<file path="config.mk">
export PLATFORM = sky130hd
export DESIGN_NAME = vdf_isqrt
export DESIGN_NICKNAME = d
export VERILOG_FILES = /design/src/rtl/core/vdf_pkg.sv /design/src/rtl/core/vdf_isqrt.sv
export SDC_FILE = /design/constraint.sdc
export NUM_CORES = 2
export LEC_CHECK = 0
export ABC_AREA = 1
export BUFFER_PORTS_ARGS = -buffer_cell sky130_fd_sc_hd__buf_2
export CAP_MARGIN = 40
export CELL_PAD_IN_SITES_DETAIL_PLACEMENT = 1
export CELL_PAD_IN_SITES_GLOBAL_PLACEMENT = 1
export CORE_ASPECT_RATIO = 0.7
export CORE_MARGIN = 4
export CORE_UTILIZATION = 54
export DETAILED_ROUTE_END_ITERATION = 7
export PLACE_DENSITY_LB_ADDON = 0.1
export SETUP_SLACK_MARGIN = 0.05
export SLEW_MARGIN = 20
export SYNTH_ARGS = -nofsm -noshare
export SYNTH_HDL_FRONTEND = slang
export SYNTH_SLANG_ARGS = --single-unit
export TNS_END_PERCENT = 5
</file>
<file path="constraint.sdc">
create_clock -name clk -period 167.1 [get_ports clk]
set_clock_uncertainty 0.2 [all_clocks]
set_input_delay 41.775 -clock clk [delete_from_list [all_inputs] [get_ports clk]]
set_output_delay 41.775 -clock clk [all_outputs]
set_load 0.02 [all_outputs]
</file>
<file path="src/rtl/core/vdf_pkg.sv">
// shared types and constants of the velocity drag force core
package vdf_pkg;

	// register indexes on the configuration port
	localparam int unsigned CFG_IDX_W = 1;
	localparam logic [CFG_IDX_W-1:0] REG_LINEAR = 1'b0;
	localparam logic [CFG_IDX_W-1:0] REG_QUAD   = 1'b1;

	// square root pipeline: 32 result bits, two per stage
	localparam int unsigned SQRT_STAGES = 16;
	localparam int unsigned SQRT_STEPS  = 2;

	// velocity magnitudes and signs carried alongside the square root
	typedef struct packed {
		logic        xn;
		logic [31:0] xm;
		logic        yn;
		logic [31:0] ym;
	} vdf_vel_t;

endpackage

</file>
<file path="src/rtl/core/vdf_isqrt.sv">
// pipelined floor square root of a 64-bit radicand, two root bits per stage
module vdf_isqrt import vdf_pkg::*; (
	input  logic        clk,
	input  logic        arst_n,
	input  logic        in_valid,
	input  logic [63:0] radicand,
	input  vdf_vel_t    in_vel,
	output logic        in_ready,
	output logic        out_valid,
	input  logic        out_ready,
	output logic [31:0] root,
	output vdf_vel_t    out_vel
);

	logic [SQRT_STAGES-1:0] v_s;
	logic [SQRT_STAGES-1:0] ld;
	logic [33:0]            rem_s  [SQRT_STAGES];
	logic [31:0]            root_s [SQRT_STAGES];
	logic [63:0]            rad_s  [SQRT_STAGES];
	vdf_vel_t               vel_s  [SQRT_STAGES];

	genvar k;
	for (k = 0; k < SQRT_STAGES; k++) begin : g_stage
		logic        v_in;
		logic [33:0] rem_in;
		logic [31:0] root_in;
		logic [63:0] rad_in;
		vdf_vel_t    vel_in;
		logic [33:0] rem_nx;
		logic [31:0] root_nx;
		logic [63:0] rad_nx;

		if (k == 0) begin : g_first
			assign v_in    = in_valid;
			assign rem_in  = '0;
			assign root_in = '0;
			assign rad_in  = radicand;
			assign vel_in  = in_vel;
		end else begin : g_next
			assign v_in    = v_s[k-1];
			assign rem_in  = rem_s[k-1];
			assign root_in = root_s[k-1];
			assign rad_in  = rad_s[k-1];
			assign vel_in  = vel_s[k-1];
		end

		// a stage loads when empty or when the one after it moves
		if (k == SQRT_STAGES - 1) begin : g_last
			assign ld[k] = !v_s[k] || out_ready;
		end else begin : g_mid
			assign ld[k] = !v_s[k] || ld[k+1];
		end

		// restoring digit recurrence: bring down two radicand bits per root bit
		always_comb begin
			logic [33:0] trial;
			rem_nx  = rem_in;
			root_nx = root_in;
			rad_nx  = rad_in;
			for (int j = 0; j < SQRT_STEPS; j++) begin
				rem_nx = {rem_nx[31:0], rad_nx[63:62]};
				rad_nx = {rad_nx[61:0], 2'b00};
				trial  = {root_nx, 2'b01};
				if (rem_nx >= trial) begin
					rem_nx  = rem_nx - trial;
					root_nx = {root_nx[30:0], 1'b1};
				end else begin
					root_nx = {root_nx[30:0], 1'b0};
				end
			end
		end

		always_ff @(posedge clk or negedge arst_n) begin
			if (!arst_n) begin
				v_s[k] <= 1'b0;
			end else if (ld[k]) begin
				v_s[k] <= v_in;
			end
		end

		always_ff @(posedge clk) begin
			if (ld[k]) begin
				rem_s[k]  <= rem_nx;
				root_s[k] <= root_nx;
				rad_s[k]  <= rad_nx;
				vel_s[k]  <= vel_in;
			end
		end
	end

	assign in_ready  = ld[0];
	assign out_valid = v_s[SQRT_STAGES-1];
	assign root      = root_s[SQRT_STAGES-1];
	assign out_vel   = vel_s[SQRT_STAGES-1];

endmodule

</file>
==> results of run 1 <==
==> metrics by stage <==
| stage | utilization, % | std cells | cell area [sq um] |
|---|---|---|---|
| after floorplan | - | 13400 | 124000 |
| after global placement | 56.4 | 16566 | 128000 |
| after detailed placement | 56.6 | 16587 | 129000 |
| after CTS | 59.8 | 16981 | 136000 |
==> layer usage <==
metal	global-route usage, %	overflow
met5	24.9	0
met4	34.7	6
met3	39.1	6
met2	70.7	7
met1	65.3	0
==> synthesized netlist by cell type, types with 36 or more instances <==
cell / number / area [sq um]
nor4_1: 36 / 225
nor3_1: 179 / 896
clkbuf_1: 46 / 173
xor2_1: 266 / 2330
nand4_1: 203 / 1270
o21ai_0: 603 / 3020
a21oi_1: 685 / 3430
inv_1: 1734 / 6510
o21a_1: 45 / 338
nand3_1: 798 / 3990
xnor2_1: 190 / 1660
nand2_1: 3769 / 14100
a21o_1: 53 / 398
a31oi_1: 55 / 344
edfxtp_1: 2267 / 68100
nor2_2: 70 / 438
o21bai_1: 43 / 323
nand3b_1: 58 / 435
nand2_2: 36 / 225
ha_1: 558 / 6980
nor2_1: 1298 / 4870
==> kinds of logic after synthesis <==
group | Yosys count
AOI/OAI and AO/OA | 1596
muxes | 1
and+or+nand+nor | 6597
adders and majority gates | 558
other | 1
xor gates and xnor gates | 456
DFF | 2283
buffers and inverters | 1906
==> impl_metrics.py, run 1 <==
metrics = {
    "clock_tree": {
        "root_buffer": "clkbuf_16",
        "postCtsSetupBuffers": 0,
        "cts.sinks": 2283,
        "h-tree-depth": 4,
        "cts_buffers": 219,
        "cts_resized": 0,
        "cts.hold.buffers_added": 0,
        "clk_path_buf_depth": 4,
    },
    "logic_synthesis": {
        "yosys.area_share.simple_pct": 22.6,
        "synth_flop_cell": "edfxtp_1",
        "synth_top_family_by_area": "simple AND/OR/NAND/NOR gates",
        "ys_seq_area_share_pct": 55.4,
        "synth_compound_area_share_pct": 7.04,
        "synth_seq_cells": 2283,
        "synth.avg_cell_area_sq_um": 9.23,
        "synth-edff-count": 2267,
        "muxShareOfSynthArea_pct": 0.00810,
        "synthAdderAreaFrac_pct": 5.65,
        "yosysWarnings": 0,
        "synth_area_sq_um": 124000,
        "syn_inst": 13398,
        "async_reset_ff_share_pct": 0.701,
        "synth-xor-area-share_pct": 3.23,
        "ys_types": 75,
    },
    "floorplanning": {
        "die_x_um": 580,
        "die_y_um": 408,
        "fp-row-count": 146,
        "initial_core_util_pct": 54.5,
        "ioPinCount": 234,
    },
    "place": {
        "pre_cts_slack_ps": 76440,
        "port_buffers": 233,
        "hpwl_um": 360000,
        "gp_congestion": 1.03,
    },
    "run_status": {
        "status": "aborted with a tool error",
        "error": "[ERROR GRT-0232] Routing congestion too high. Check the congestion heatmap in the GUI.",
        "stop_stage": "global routing (5_1_grt)",
    },
    "global_route": {
        "grt_max_degree": 81,
        "grt_antenna_before_repair": 113,
        "grt_usage_pct": 55.8,
        "grt_overflow": 19,
    },
}
==> inputs of run 2 (changes only) <==
- CELL_PAD_IN_SITES_DETAIL_PLACEMENT: 1 -> not set
- CELL_PAD_IN_SITES_GLOBAL_PLACEMENT: 1 -> not set
- CORE_ASPECT_RATIO: 0.7 -> not set
- CORE_UTILIZATION: 54 -> 40
- PLACE_DENSITY_LB_ADDON: 0.1 -> 0.15
- SETUP_SLACK_MARGIN: 0.05 -> not set
==> run 2 against run 1 <==
Effect of this change:
- the run now ends clean
- synthesized cell count did not move
- synthesized area did not move
==> impl_metrics.py, run 2 <==
metrics = {
    "logic_synthesis": {
        "synth_top_area_share_pct": 55.1,
        "synth.avg_cell_area_sq_um": 9.23,
        "async_reset_ff_share_pct": 0.701,
        "synth_flop_cell": "edfxtp_1",
        "ys_seq_area_share_pct": 55.4,
        "synth_largest_area_cell": "edfxtp_1",
        "synth_seq_cells": 2283,
        "syn_inst": 13398,
        "synthTopCellsByArea": "edfxtp_1, nand2_1, ha_1",
        "synth.most_common_cell": "nand2_1",
        "synth_area_sq_um": 124000,
        "synth-edff-count": 2267,
        "yosysWarnings": 0,
        "synthTopCellsByCount": "nand2_1, edfxtp_1, inv_1",
        "ys_types": 75,
    },
    "clock_tree": {
        "postCtsSetupBuffers": 0,
        "cts_tree": "yes",
        "cts_resized": 0,
        "clk_latency_ps": 960,
        "cts.sinks": 2283,
        "h-tree-depth": 4,
        "clk_pin_slew_ps": 60,
        "clk_path_buf_depth": 4,
        "cts.hold.buffers_added": 0,
        "cts_buffers": 245,
        "root_buffer": "clkbuf_16",
    },
    "worst_setup_path": {
        "critPathLaunchType": "primary input",
        "critical_path_class": "in -> out",
        "end_kind": "output pin",
        "crit_required_ps": 125120,
        "arrival_ps": 49730,
        "reg2reg_from": "out_valid$_DFFE_PN0P_",
        "r2r_setup_slack_ps": 157370,
        "reg2regPathDepth": 24,
        "crit_fanout": 76,
        "r2r_end": "rad_s[0][27]$_DFFE_PP_",
    },
    "place": {
        "placed_cells": 17653,
        "hpwl_um": 285000,
        "port_buffers": 233,
        "gp_congestion": 0.975,
        "pre_cts_slack_ps": 75050,
        "dpl-instance-area_sq_um": 130000,
    },
    "routing": {
        "firstDrtPassIters": 6,
        "ant_nets": 0,
        "drt_wl_total_um": 358000,
        "viasPerCell": 5.06,
        "num_vias": 91679,
        "drtIter0Drc": 7569,
        "wl_per_cell_um": 19.8,
        "drc_errors": 0,
    },
    "timing": {
        "fin_crit_ps": 91710,
        "fmax_mhz": 10.9,
        "setup_ws_ps": 75390,
        "hold_violations": 0,
        "fin_setup_tns_ps": 0,
        "setup_viol": 0,
        "finalMaxSlewViolations": 0,
        "slew_headroom_pct": 34.5,
        "worstMarginPinSlew_ps": 973,
        "rsz0062_at_grt": "no",
        "fin_crit_sh_pct": 54.9,
    },
    "final_layout": {
        "largest_reg_flops": 1056,
        "areaGrowthSynthToFinish_pct": 11.9,
        "nets": 14496,
        "reg.largest.list": "vel_s: 1056 flops, rad_s: 480 flops, rem_s: 459 flops",
        "mostFrequentLayoutCells": "nand2_1, edfxtp_1, inv_1",
        "stdcell_count": 18126,
        "final_common_cell": "nand2_1",
        "drive_gt1_share_pct": 6.94,
        "fin_area_sq_um": 138000,
        "largest_register": "vel_s",
        "finish.utilization_pct": 45.1,
    },
    "floorplanning": {
        "initial_core_util_pct": 40.3,
        "die_y_um": 564,
        "die_x_um": 564,
        "die_area_sq_um": 318000,
        "fp-row-count": 203,
        "coreArea_sq_um": 307000,
        "ioPinCount": 234,
    },
    "power": {
        "power.density_nw_per_um2": 14.5,
        "power.leakage_nw": 61.3,
        "ir_drop_v": 0.00000990,
    },
    "global_route": {
        "grt_max_degree": 97,
        "grt_pass1_wl_um": 535000,
        "grt_overflow": 0,
        "grt_usage_pct": 21.9,
        "grt_pass1_vias": 87407,
        "grt_antenna_before_repair": 10,
    },
    "min_path": {
        "min_to": "vel_s[0][163]$_DFFE_PP_",
        "hp-start": "vel_s[0][97]$_DFFE_PP_",
        "hold_path.class": "reg -> reg",
        "hold_depth": 0,
    },
    "run_status": {
        "status": "complete, no violations",
    },
    "flow_run": {
        "drv_cap": 0,
    },
}
## run 2: worst max path at each step
stage	start	to	slack, ps
finish	out_ready	in_ready	75390
global placement	out_ready	in_ready	74820
global route	out_ready	in_ready	74620
detailed placement	out_ready	in_ready	75050
floorplan	out_ready	in_ready	54960
CTS	out_ready	in_ready	75000
## run 2: metal layers
| layer | share of wire [%] | track usage (%) | vias up |
|---|---|---|---|
| li1 | - | - | 45862 |
| met3 | 4.6 | 2.09 | 487 |
| met1 | 46 | 30.6 | 43015 |
| met4 | 3.3 | 6.64 | 2 |
| met2 | 46 | 36.3 | 2313 |
| met5 | 0.0036 | 0 | - |
## run 2: metrics by stage
step           power [mW]  hold slack [ps]
2_1_floorplan        1.25              200
3_3_place_gp         1.45              200
3_5_place_dp         1.45              205
4_1_cts              2.03             82.4
5_1_grt              2.14             85.6
6_report             2.01             93.5
## run 2: critical path, stage by stage
cell	delay [ps]
buf_2	90
nor2_1	170
inv_4	250
nor2_1	320
inv_6	290
nor2_1	470
nand2_4	450
nor2_2	420
nand2_4	400
nor2_1	510
nand2_4	350
buf_16	310
nor2_2	270
nand2_4	360
nor2_1	560
nand2_4	470
nor2_2	440
nand2_4	540
nor2_1	640
nand2_4	240
buf_2	330
## run 2: area by class of cell
class	instances	area, sq um
Fill cell	30016	168000
Sequential cell	2283	68500
Multi-Input combinational cell	9211	47700
Inverter	1763	6680
Clock buffer	288	6340
Tap cell	4100	5130
Clock inverter	174	2070
Timing Repair Buffer	300	1990
Antenna cell	7	17.5
## run 2: cells by family (layout without fill, tap and decap cells)
kind of cell	after synthesis	count (layout)	share of synthesized area, %
flip-flops	2283	2283	55.4
buffers and inverters	1906	2525	6.11
AND/OR/NAND/NOR	6597	6597	22.6
adder cells (fa/ha/maj)	558	558	5.65
AO/OA/AOI/OAI	1596	1596	7.04
XOR/XNOR	456	456	3.23
other	1	10	0.00303
multiplexers	1	1	0.00810
## run 2: where the power goes
part,internal [mW],switching [mW]
combinational,0.186,0.434
sequential,0.763,0.0680
clock,0.329,0.229
Note: power is estimated with default switching activity, not from simulation.
